**src/rtl/core/nls_pkg.sv**
```systemverilog
// shared types and constants for the nearest light selector
package nls_pkg;
  localparam int MaxLightsDefault = 64;
  localparam int CoordW = 16;
  localparam int DistW = 34;
  localparam int AmountW = 7;
  localparam int RadiusW = 15;

  typedef enum logic [1:0] {
    CMD_ADD = 2'd0,
    CMD_REMOVE = 2'd1,
    CMD_QUERY = 2'd2,
    CMD_NEIGHBORS = 2'd3
  } cmd_t;

  typedef enum logic [1:0] {
    ST_OK = 2'd0,
    ST_FULL = 2'd1,
    ST_FEW = 2'd2,
    ST_NONE = 2'd3
  } status_t;

  localparam logic CFG_MAX_AMOUNT = 1'b0;
  localparam logic CFG_RADIUS = 1'b1;

  typedef struct packed {
    logic signed [CoordW-1:0] x;
    logic signed [CoordW-1:0] y;
    logic signed [CoordW-1:0] z;
  } pos_t;

  function automatic logic [DistW-1:0] dist_sq(input pos_t a, input pos_t b);
    logic signed [CoordW:0] dx;
    logic signed [CoordW:0] dy;
    logic signed [CoordW:0] dz;
    logic signed [2*CoordW+1:0] sx;
    logic signed [2*CoordW+1:0] sy;
    logic signed [2*CoordW+1:0] sz;
    dx = {a.x[CoordW-1], a.x} - {b.x[CoordW-1], b.x};
    dy = {a.y[CoordW-1], a.y} - {b.y[CoordW-1], b.y};
    dz = {a.z[CoordW-1], a.z} - {b.z[CoordW-1], b.z};
    sx = dx * dx;
    sy = dy * dy;
    sz = dz * dz;
    return $unsigned(sx + sy + sz);
  endfunction
endpackage

```
**src/rtl/core/nls_cell.sv**
```systemverilog
// one stage of the distance chain: keeps the smallest untaken distance seen
module nls_cell import nls_pkg::*; #(
  parameter int IdxW = 6
) (
  input  logic clk,
  input  logic clear,
  input  logic shift,
  input  logic in_valid,
  input  logic [DistW-1:0] in_dist,
  input  logic [IdxW-1:0] in_idx,
  input  logic nb_held,
  input  logic [DistW-1:0] nb_dist,
  input  logic [IdxW-1:0] nb_idx,
  output logic out_valid,
  output logic [DistW-1:0] out_dist,
  output logic [IdxW-1:0] out_idx,
  output logic held,
  output logic [DistW-1:0] held_dist,
  output logic [IdxW-1:0] held_idx
);
  logic keep;

  // displaced entries can trail higher indices: equal distance goes to the lower index
  assign keep = held && !(in_valid && (in_dist < held_dist ||
                (in_dist == held_dist && in_idx < held_idx)));

  always_ff @(posedge clk) begin
    if (clear) begin
      held <= 1'b0;
      out_valid <= 1'b0;
    end else if (shift) begin
      // sorted readout: move toward the head
      held <= nb_held;
      held_dist <= nb_dist;
      held_idx <= nb_idx;
      out_valid <= 1'b0;
    end else begin
      if (in_valid && !keep) begin
        held <= 1'b1;
        held_dist <= in_dist;
        held_idx <= in_idx;
        out_valid <= held;
        out_dist <= held_dist;
        out_idx <= held_idx;
      end else begin
        out_valid <= in_valid;
        out_dist <= in_dist;
        out_idx <= in_idx;
      end
    end
  end
endmodule

```
**config.mk**
```make
export PLATFORM = sky130hd
export DESIGN_NAME = nls_cell
export DESIGN_NICKNAME = d
export VERILOG_FILES = /design/src/rtl/core/nls_pkg.sv /design/src/rtl/core/nls_cell.sv
export SDC_FILE = /design/constraint.sdc
export NUM_CORES = 1
export LEC_CHECK = 0
export ABC_AREA = 1
export BUFFER_PORTS_ARGS = -buffer_cell sky130_fd_sc_hd__clkbuf_2
export CORE_ASPECT_RATIO = 0.9
export CORE_MARGIN = 2
export CORE_UTILIZATION = 55
export CTS_BUF_LIST = sky130_fd_sc_hd__clkbuf_2
export CTS_CLUSTER_SIZE = 25
export DETAILED_ROUTE_END_ITERATION = 16
export GPL_TIMING_DRIVEN = 0
export PLACE_DENSITY = 0.87
export SLEW_MARGIN = 0
export SYNTH_ARGS = -nofsm -noshare
export SYNTH_HDL_FRONTEND = slang
export SYNTH_SLANG_ARGS = --single-unit
```
**constraint.sdc**
```tcl
create_clock -name clk -period 8.78 [get_ports clk]
set_input_delay 1.756 -clock clk [delete_from_list [all_inputs] [get_ports clk]]
set_output_delay 1.756 -clock clk [all_outputs]
set_load 0.02 [all_outputs]
```
# Word level (Yosys, flattened, before mapping)
# Index checks and enable logic that the tools add are counted.
[op_classes]
n_addsub = 0
multipliers = 0
n_div = 0
n_lt_le_gt_ge = 2
eq_ne = 1
n_shift = 0
mux = 9
bitwise = 2
reduce_logical = 11
[op_table]
columns = ["operator", "n"]
rows = [
  ["2-to-1 mux 34 bit", 3],
  ["equality test 34 bit", 1],
  ["< comparator 34 bit", 1],
  ["2-to-1 mux 6 bit", 3],
  ["< comparator 6 bit", 1],
  ["logical AND 1 bit", 4],
  ["AND reduction 2 bit", 2],
  ["2-to-1 mux 1 bit", 3],
  ["zero test 1 bit", 2],
  ["NOT 1 bit", 2],
  ["nonzero test 2 bit", 1],
  ["OR reduction 2 bit", 1],
  ["logical OR 1 bit", 1],
]
[word_totals]
reg_bits = 82
latchBits = 0
ramBits = 0
mem_bits_ro = 0
input_bits = 85
mem_count = 0

# Logic depth before layout (Yosys ltp)
# Gate-level depths: netlist of run 1.
[logic_depth]
depth_word = 10
ltp_mapped = 17

# Worst setup path before layout of run 1
# OpenSTA, ideal clock, no wires.
[synth_timing]
kind = "input to register"
startpoint = "in in_dist[33]"
endpoint = "reg held_dist[0], enable pin"
setup_time_ns = 0.411
t_arrival_ns = 4.201
t_required_ns = 8.369
slack_ns = 4.168
path_stages = 12
path_buffers = 1
cell_sequence = "ha_1 > nand2_1 > nor2_2 > nand2_1 > nor2_2 > nand2_1 > nor3_2 > nand2_1 > nand3_4 > nand2_4 > buf_6 > a21oi_2"
[synth_via]
elab_chain_len = 10
elab_cells_between_ends = 11
classes_between = "order compare (1); eq/ne (1); reduce/logical (9)"
[synth_rtl]
columns = ["element", "line", "text"]
rows = [
  ["start: declaration", "nls_cell.sv:9", "input logic [DistW-1:0] in_dist,"],
  ["parallel branches: the longest is 2 deep, another holds < comparator 34 bit", "n/a", ""],
  ["logical OR 1 bit (*)", "nls_cell.sv:24", "assign keep = held && !(in_valid && (in_dist < held_dist ||"],
  ["logical AND 1 bit (*)", "nls_cell.sv:24", ""],
  ["zero test 1 bit (*)", "nls_cell.sv:24", ""],
  ["logical AND 1 bit (*)", "nls_cell.sv:24", ""],
  ["zero test 1 bit (*)", "nls_cell.sv:38", "if (in_valid && !keep) begin"],
  ["logical AND 1 bit (*)", "nls_cell.sv:38", ""],
  ["nonzero test 2 bit (no source line) (*)", "n/a", ""],
  ["AND reduction 2 bit (no source line) (*)", "n/a", ""],
  ["end signal: assignment", "nls_cell.sv:34", "held_dist <= nb_dist;"],
  ["end signal: assignment", "nls_cell.sv:40", "held_dist <= in_dist;"],
  ["end: declaration", "nls_cell.sv:18", "output logic [DistW-1:0] held_dist,"],
]
# Every way passes the cells marked *.
# A chain may end at the register's enable or synchronous reset.

# Worst setup path after layout of run 1
[layout_timing]
startpoint = "in in_dist[33]"
endpoint = "reg held_dist[12], enable pin"
# The elaborated chain is that of the path after synthesis.

==> reports/metrics.json, run 1 <==
{
  "place": {
    "instance_count_after_placement_with_tap_cells_included": 807,
    "hpwl_um": 9200,
    "io_buffer_count": 164,
    "gpl.final_weighted_congestion": 0.854
  },
  "global_route": {
    "grt_max_degree": 34,
    "grt_antenna_before_repair": 0,
    "grt_first_pass_wirelength_um": 19300,
    "grt_util_all_layers": 0.270,
    "grt.overflow.total": 0,
    "grt_pass1_vias": 4144
  },
  "synth": {
    "yosys.cell_count.top_type": "sky130_fd_sc_hd__nand2_1",
    "synth_warnings": 0,
    "post_synth_most_frequent_cells": "252 x sky130_fd_sc_hd__nand2_1, 80 x sky130_fd_sc_hd__edfxtp_1, 60 x sky130_fd_sc_hd__inv_1",
    "synth_top_cell_by_area": "sky130_fd_sc_hd__edfxtp_1",
    "synth_area_sq_um": 4680,
    "synth.avg_cell_area_sq_um": 8.63,
    "synth_fp_nets": 666,
    "synth_top_area_frac": 0.513,
    "distinct_cells_synth": 24,
    "synth_seq_cells": 82,
    "synth_sequential_area_ratio": 0.522,
    "postSynth.topFlopCell": "sky130_fd_sc_hd__edfxtp_1",
    "postSynth.asyncResetShare": 0,
    "synth-edff-count": 80,
    "netlist_instances": 542,
    "post_synth_main_area_contributors": "sky130_fd_sc_hd__edfxtp_1 51%, sky130_fd_sc_hd__nand2_1 20%, sky130_fd_sc_hd__ha_1 10%, sky130_fd_sc_hd__inv_1 4.8%, sky130_fd_sc_hd__nand3_1 4.5%"
  },
  "routing": {
    "num_vias": 4176,
    "wire_per_inst_um": 14.7,
    "dr.first_iter.drc_count": 199,
    "remaining_drc_errors": 0,
    "routed_wirelength_um": 12100,
    "first_pass_iters": 5,
    "antenna_left": 0,
    "vias_per_std_cell": 5.07
  },
  "timing": {
    "final.min_clock_period_ns": 4.03,
    "timing.final.max_slew_violations": 0,
    "timing.fmax_ghz": 0.248,
    "worst_pin_slew_ns": 0.765,
    "setup_viol": 0,
    "slew_headroom": 0.489,
    "totalNegativeSetupSlack_ns": 0,
    "grt_setup_unrepaired": "no",
    "finalHoldViolations": 0,
    "skew_ns": 0.0364,
    "timing.final.crit_share": 0.459
  },
  "power_and_ir_drop": {
    "pwr_density_cell_nw_per_um2": 156,
    "ir_drop_mv": 0.114,
    "seq_power_share": 0.527,
    "net_sw_power_w": 0.000273,
    "p_leak_nw": 3.14,
    "power_report.internal_total_w": 0.000632,
    "power.switching_fraction": 0.301,
    "power.combinational.fraction": 0.222,
    "clockPowerShare": 0.251
  },
  "worst_setup_path": {
    "critical_path_arrival_ns": 4.27,
    "crit_chain": "clkbuf_2, ha_1, nand2_1, nor2_2, nand2_1, nor2_2, nand2_1, nor3_2, nand2_1, nand3_4, nand2_4, buf_6, a21oi_4, buf_16",
    "crit_path_start_kind": "input pin",
    "critPathMaxFanout": 21,
    "timing.critical_path.mode_cell": "sky130_fd_sc_hd__nand2_1",
    "path_class": "in -> reg",
    "reg2regPathDepth": 14,
    "worst_setup_path_end_kind": "flop",
    "crit_path_max_incr_delay_ns": 0.62,
    "timing.critical_path.required_ns": 9.02,
    "slowest_stage": "sky130_fd_sc_hd__a21oi_4"
  },
  "worst_hold_path": {
    "worst_hold_path_type": "reg -> reg",
    "hold_depth": 2
  },
  "cts": {
    "clkLatencyLatePin_ns": 0.54,
    "cts_tree": "built",
    "clk_slew_on_worst_s_h_paths_ns": 0.20,
    "clock_tree.root_cell": "sky130_fd_sc_hd__clkbuf_2",
    "htree_levels": 3,
    "cts-buffers-inserted": 9,
    "cts_hold_repair.buffers": 0,
    "post_cts.repair.setup_buffers": 0,
    "post_cts.resized_instances": 0,
    "cts_buffer_depth": 2,
    "cts_num_sinks": 82
  },
  "final_layout": {
    "final_cells": 823,
    "area_delta_synth_final_pct": 24.3,
    "drive_gt1_frac": 0.272,
    "final_nets": 843,
    "final.fill_count": 645,
    "n_antenna_cell": 0
  },
  "floorplanning": {
    "standard_cell_row_count": 31,
    "core_area_sq_um": 8150,
    "die_w_um": 101,
    "dieArea_sq_um": 9260,
    "floorplan_die_height_um": 91.5,
    "design.portCount": 167,
    "floorplan.initialDensity": 0.575
  },
  "flow_run": {
    "max-cap-violations": 0
  },
  "outcome": {
    "status": "completed"
  }
}
==> registers in the layout, indices dropped and copies added, names as in the netlist <==
signal	cells
out_dist	34
held_dist	34
held_idx	6
out_valid	1
out_idx	6
held	1
==> path summary, 6_finish.rpt <==
kind	end	from	slack (ns)
min	out_idx[3]	held_idx[3]	0.64
min reg2reg	out_idx[3]	held_idx[3]	0.64
max	held_dist[12]	in_dist[33]	4.75
max reg2reg	held_dist[12]	held_dist[33]	5.61
==> routing by layer <==
metal  routed length (um)  track usage  up-vias
li1                     -            -     2103
met1                 4970        0.324     1875
met2                 6100        0.480      184
met3                  891       0.0608       14
met4                  168       0.0777        0
met5                    0            0        -
==> cell families (layout without fill, tap and decap cells) <==
family | count (synthesis) | count (layout) | share of synthesized area
AOI/OAI and AO/OA | 18 | 18 | 0.0217
and+or+nand+nor | 321 | 321 | 0.278
adders and majority gates | 39 | 39 | 0.104
DFF | 82 | 82 | 0.522
buffers and inverters | 82 | 264 | 0.0738
==> layout make-up <==
class / instances / area [sq um] / share of cell area
Clock buffer: 12 / 60.1 / 0.0103
Timing Repair Buffer: 166 / 868 / 0.149
Inverter: 60 / 225 / 0.0387
Tap cell: 99 / 124 / 0.0213
Sequential cell: 82 / 2440 / 0.420
Multi-Input combinational cell: 378 / 1910 / 0.328
Buffer: 22 / 120 / 0.0207
Clock inverter: 4 / 68.8 / 0.0118
==> cells in the final DEF (no fill, tap or decap), drive strengths merged <==
| cell | instances |
|---|---|
| clkbuf | 190 |
| inv | 60 |
| nor2 | 18 |
| nand4 | 2 |
| bufinv | 2 |
| nand2 | 254 |
| dfxtp | 2 |
| a21oi | 12 |
| a21o | 2 |
| nor3 | 3 |
| ha | 39 |
| edfxtp | 80 |
| nand3 | 43 |
| and3 | 1 |
| buf | 10 |
| a21boi | 1 |
| clkinv | 2 |
| o21ai | 3 |
==> critical path, delay by kind of cell <==
family / cells / cell delay, ns
compound gates: 1 / 0.62
simple gates: 9 / 1.01
fa+ha+maj: 1 / 0.31
buf+inv: 3 / 0.55
==> power groups by stage <==
stage	clock (W)	combinational, W	sequential, W
floorplan	0	0.0000930	0.000512
global placement	0	0.000188	0.000486
detailed placement	0	0.000201	0.000485
CTS	0.000231	0.000202	0.000476
global route	0.000247	0.000226	0.000479
finish	0.000227	0.000201	0.000477
==> metrics by stage <==
step | power [W] | hold slack, ns | util | instance area, sq um | worst slack, ns
3_3_place_gp | 0.000674 | 0.586 | 0.690 | 5620 | 3.19
6_report | 0.000905 | 0.643 | 0.714 | 5820 | 4.75
4_1_cts | 0.000910 | 0.637 | 0.714 | 5820 | 4.75
5_1_grt | 0.000952 | 0.678 | 0.714 | 5820 | 4.61
3_5_place_dp | 0.000686 | 0.593 | 0.698 | 5690 | 4.19
2_1_floorplan | 0.000605 | 0.637 | - | 4680 | 4.17
No activity file was read; power rests on OpenSTA's default activity.
==> run 2, diff against run 1 <==
--- a/config.mk
+++ b/config.mk
@@ -9,12 +9,12 @@
 export BUFFER_PORTS_ARGS = -buffer_cell sky130_fd_sc_hd__clkbuf_2
 export CORE_ASPECT_RATIO = 0.9
 export CORE_MARGIN = 2
-export CORE_UTILIZATION = 55
+export CORE_UTILIZATION = 47
 export CTS_BUF_LIST = sky130_fd_sc_hd__clkbuf_2
 export CTS_CLUSTER_SIZE = 25
 export DETAILED_ROUTE_END_ITERATION = 16
 export GPL_TIMING_DRIVEN = 0
-export PLACE_DENSITY = 0.87
+export PLACE_DENSITY = 0.79
 export SLEW_MARGIN = 0
 export SYNTH_ARGS = -nofsm -noshare
 export SYNTH_HDL_FRONTEND = slang
==> constraint.sdc (replaced) <==
create_clock -name clk -period 3.65 [get_ports clk]
set_input_delay 0.73 -clock clk [delete_from_list [all_inputs] [get_ports clk]]
set_output_delay 0.73 -clock clk [all_outputs]
set_load 0.02 [all_outputs]
==> reports/metrics.json, run 2 (synthesis results as in run 1) <==
{
  "outcome": {
    "status": "completed"
  },
  "power_and_ir_drop": {
    "seq_power_share": {"value": 0.546, "change": "+0.019"},
    "pwr_density_cell": {"value": 360, "unit": "nW/um^2", "change": "+130%"},
    "power.combinational.fraction": {"value": 0.230, "change": "+0.008"},
    "net_sw_power": {"value": 0.000658, "unit": "W", "change": "+140%"},
    "clockPowerShare": {"value": 0.224, "change": "-0.027"},
    "power.switching_fraction": {"value": 0.313, "change": "+0.0117"},
    "ir_drop": {"value": 0.221, "unit": "mV", "change": "+95%"},
    "p_leak": {"value": 3.12, "unit": "nW", "change": "-0.58%"},
    "power_report.internal_total": {"value": 0.00144, "unit": "W", "change": "+130%"}
  },
  "timing": {
    "finalHoldViolations": {"value": 0, "change": "unchanged"},
    "fin_worst_hold_slack": {"value": 0.426, "unit": "ns", "change": "-0.217 ns"},
    "final.min_clock_period_ns": 3.14,
    "slew_headroom": {"value": 0.479, "change": "-0.00974"},
    "timing.fmax_ghz": 0.319,
    "grt_setup_unrepaired": "no",
    "timing.final.max_slew_violations": {"value": 0, "change": "unchanged"},
    "worst_pin_slew": {"value": 0.780, "unit": "ns", "change": "+0.0146 ns"},
    "totalNegativeSetupSlack": {"value": 0, "unit": "ns", "change": "unchanged"},
    "setup_viol": {"value": 0, "change": "unchanged"},
    "skew": {"value": 0.0290, "unit": "ns", "change": "-0.00747 ns"},
    "timing.final.crit_share": 0.859
  },
  "worst_setup_path": {
    "crit_path_start_kind": "flop",
    "reg2regPathDepth": {"value": 14, "change": "unchanged"},
    "worst_setup_path_end_kind": "flop",
    "critical_path_arrival": {"value": 3.40, "unit": "ns", "change": "-0.87 ns"},
    "reg2reg_slack": {"value": 0.51, "unit": "ns", "change": "-5.10 ns"},
    "path_class": "reg -> reg",
    "timing.critical_path.required": {"value": 3.91, "unit": "ns", "change": "-5.11 ns"},
    "critPathMaxFanout": {"value": 21, "change": "unchanged"},
    "critical_path.reg2reg.endpoint": "held_dist[26]",
    "origin_of_the_critical_flop_to_flop_path": "held_dist[33]"
  },
  "final_layout": {
    "layout.cells.most_common": "sky130_fd_sc_hd__nand2_1",
    "final_nets": {"value": 843, "change": "unchanged"},
    "drive_gt1_frac": {"value": 0.272, "change": "unchanged"},
    "final.fill_count": {"value": 888, "change": "+38%"},
    "layout_top_registers": "held_dist x34, out_dist x34",
    "layout_common_cells": "252 x sky130_fd_sc_hd__nand2_1, 174 x sky130_fd_sc_hd__clkbuf_2, 80 x sky130_fd_sc_hd__edfxtp_1, 60 x sky130_fd_sc_hd__inv_1, 42 x sky130_fd_sc_hd__nand3_1",
    "area_delta_synth_final_pct": 24.6,
    "n_antenna_cell": {"value": 0, "change": "unchanged"},
    "postLayoutCellArea": {"value": 5830, "unit": "sq um", "change": "+0.24%"}
  },
  "worst_hold_path": {
    "hold_depth": {"value": 2, "change": "unchanged"},
    "hold-path-endpoint": "held",
    "worst_hold_path_type": "in -> reg",
    "holdCritStartpoint": "clear"
  },
  "floorplanning": {
    "floorplan_die_height": {"value": 98.7, "unit": "um", "change": "+7.8%"},
    "core_area": {"value": 9700, "unit": "sq um", "change": "+19%"},
    "die_w": {"value": 109, "unit": "um", "change": "+7.9%"},
    "floorplan.initialDensity": {"value": 0.482, "change": "-0.0920"},
    "design.portCount": {"value": 167, "change": "unchanged"},
    "dieArea": {"value": 10800, "unit": "sq um", "change": "+16%"},
    "standard_cell_row_count": {"value": 34, "change": "+9.7%"}
  },
  "cts": {
    "htree_levels": {"value": 3, "change": "unchanged"},
    "post_cts.repair.setup_buffers": {"value": 0, "change": "unchanged"},
    "cts_num_sinks": {"value": 82, "change": "unchanged"},
    "cts_tree": "built",
    "clk_slew_on_worst_s_h_paths": {"value": 0.23, "unit": "ns", "change": "+0.03 ns"},
    "clock_tree.root_cell": "sky130_fd_sc_hd__clkbuf_2",
    "cts_hold_repair.buffers": {"value": 0, "change": "unchanged"},
    "clkLatencyLatePin": {"value": 0.55, "unit": "ns", "change": "about the same"},
    "post_cts.resized_instances": {"value": 0, "change": "unchanged"},
    "cts_buffer_depth": {"value": 2, "change": "unchanged"},
    "cts-buffers-inserted": {"value": 9, "change": "unchanged"}
  },
  "global_route": {
    "grt_max_degree": {"value": 29, "change": "-15%"},
    "grt_util_all_layers": {"value": 0.235, "change": "-0.0344"},
    "grt.overflow.total": {"value": 0, "change": "unchanged"},
    "grt_pass1_vias": {"value": 4158, "change": "+0.34%"},
    "grt_antenna_before_repair": {"value": 0, "change": "unchanged"},
    "grt_first_pass_wirelength": {"value": 19500, "unit": "um", "change": "+1.1%"}
  },
  "flow_run": {
    "max-cap-violations": {"value": 0, "change": "unchanged"}
  },
  "routing": {
    "vias_per_std_cell": {"value": 5.00, "change": "-1.4%"},
    "dr.first_iter.drc_count": {"value": 184, "change": "-7.5%"},
    "wire_per_inst": {"value": 14.5, "unit": "um", "change": "-1.7%"},
    "routed_wirelength": {"value": 12300, "unit": "um", "change": "+1.5%"},
    "num_vias": {"value": 4251, "change": "+1.8%"},
    "first_pass_iters": {"value": 5, "change": "unchanged"},
    "antenna_left": {"value": 0, "change": "unchanged"},
    "remaining_drc_errors": {"value": 0, "change": "unchanged"}
  },
  "place": {
    "hpwl": {"value": 9510, "unit": "um", "change": "+3.3%"},
    "placement.cell_area": {"value": 5720, "unit": "sq um", "change": "+0.59%"},
    "io_buffer_count": {"value": 164, "change": "unchanged"},
    "gpl.final_weighted_congestion": {"value": 0.793, "change": "-7.2%"}
  }
}
## run 2: cell count changes in the layout (fill, tap and decap cells not counted), sizes merged
cell / before / now
bufinv: 2 / 1
clkbuf: 190 / 188
clkinv: 2 / 3
clkinvlp: 0 / 2
## run 2: worst max path at each step
stage	from	endpoint	slack, ns	cells past startpoint
2_1_floorplan	in_dist[33]	held_dist[0]	0.06	12
3_3_place_gp	in_dist[33]	held_dist[9]	-0.95	13
3_5_place_dp	in_dist[33]	held_dist[6]	0.1	14
4_1_cts	held_dist[33]	held_dist[26]	0.47	14
5_1_grt	held_dist[33]	held_dist[6]	0.30	14
6_report	held_dist[33]	held_dist[26]	0.51	14
## run 2: power by group through the flow
stage	Combinational, W	Clock [W]	Sequential [W]
final	0.000484	0.000471	0.00115
after global placement	0.000457	0	0.00117
after detailed placement	0.000485	0	0.00117
after CTS	0.000488	0.000487	0.00115
after global routing	0.000546	0.000522	0.00115
after floorplan	0.000224	0	0.00123
## run 2: layer usage
| layer | global-route usage | part of all wire | vias to the layer above | wire length (um) |
|---|---|---|---|---|
| met4 | 0.0964 | 0.028 | 0 | 348 |
| met5 | 0 | 0 | - | 0 |
| met3 | 0.0529 | 0.083 | 29 | 1020 |
| li1 | - | - | 2101 | - |
| met1 | 0.298 | 0.41 | 1930 | 4990 |
| met2 | 0.389 | 0.48 | 191 | 5960 |
## run 2: final cells by class
| type | instances | area (sq um) | area share |
|---|---|---|---|
| sequential | 82 | 2440 | 0.419 |
| multi-input combinational | 378 | 1910 | 0.327 |
| timing repair buffer | 166 | 868 | 0.149 |
| inverter | 60 | 225 | 0.0386 |
| tap | 126 | 158 | 0.0270 |
| buffer | 22 | 120 | 0.0206 |
| clock inverter | 6 | 58.8 | 0.0101 |
| clock buffer | 10 | 50.0 | 0.00859 |
## run 2: critical path: stages (launching register included)
cell	delay, ns
sky130_fd_sc_hd__edfxtp_1	0.43
sky130_fd_sc_hd__inv_1	0.05
sky130_fd_sc_hd__ha_1	0.29
sky130_fd_sc_hd__nand2_1	0.09
sky130_fd_sc_hd__nor2_2	0.12
sky130_fd_sc_hd__nand2_1	0.09
sky130_fd_sc_hd__nor2_2	0.15
sky130_fd_sc_hd__nand2_1	0.11
sky130_fd_sc_hd__nor3_2	0.11
sky130_fd_sc_hd__nand2_1	0.13
sky130_fd_sc_hd__nand3_4	0.14
sky130_fd_sc_hd__nand2_4	0.09
sky130_fd_sc_hd__buf_6	0.17
sky130_fd_sc_hd__a21oi_4	0.63
sky130_fd_sc_hd__buf_16	0.26
## run 2: metrics by stage
stage          std cells  power (W)  utilization  setup slack (ns)
2_1_floorplan        542    0.00146            -            0.0635
6_report             850    0.00210        0.601             0.513
4_1_cts              850    0.00212        0.601             0.466
3_5_place_dp         834    0.00165        0.590            0.0955
3_3_place_gp         832    0.00163        0.583            -0.949
5_1_grt              850    0.00222        0.601             0.297
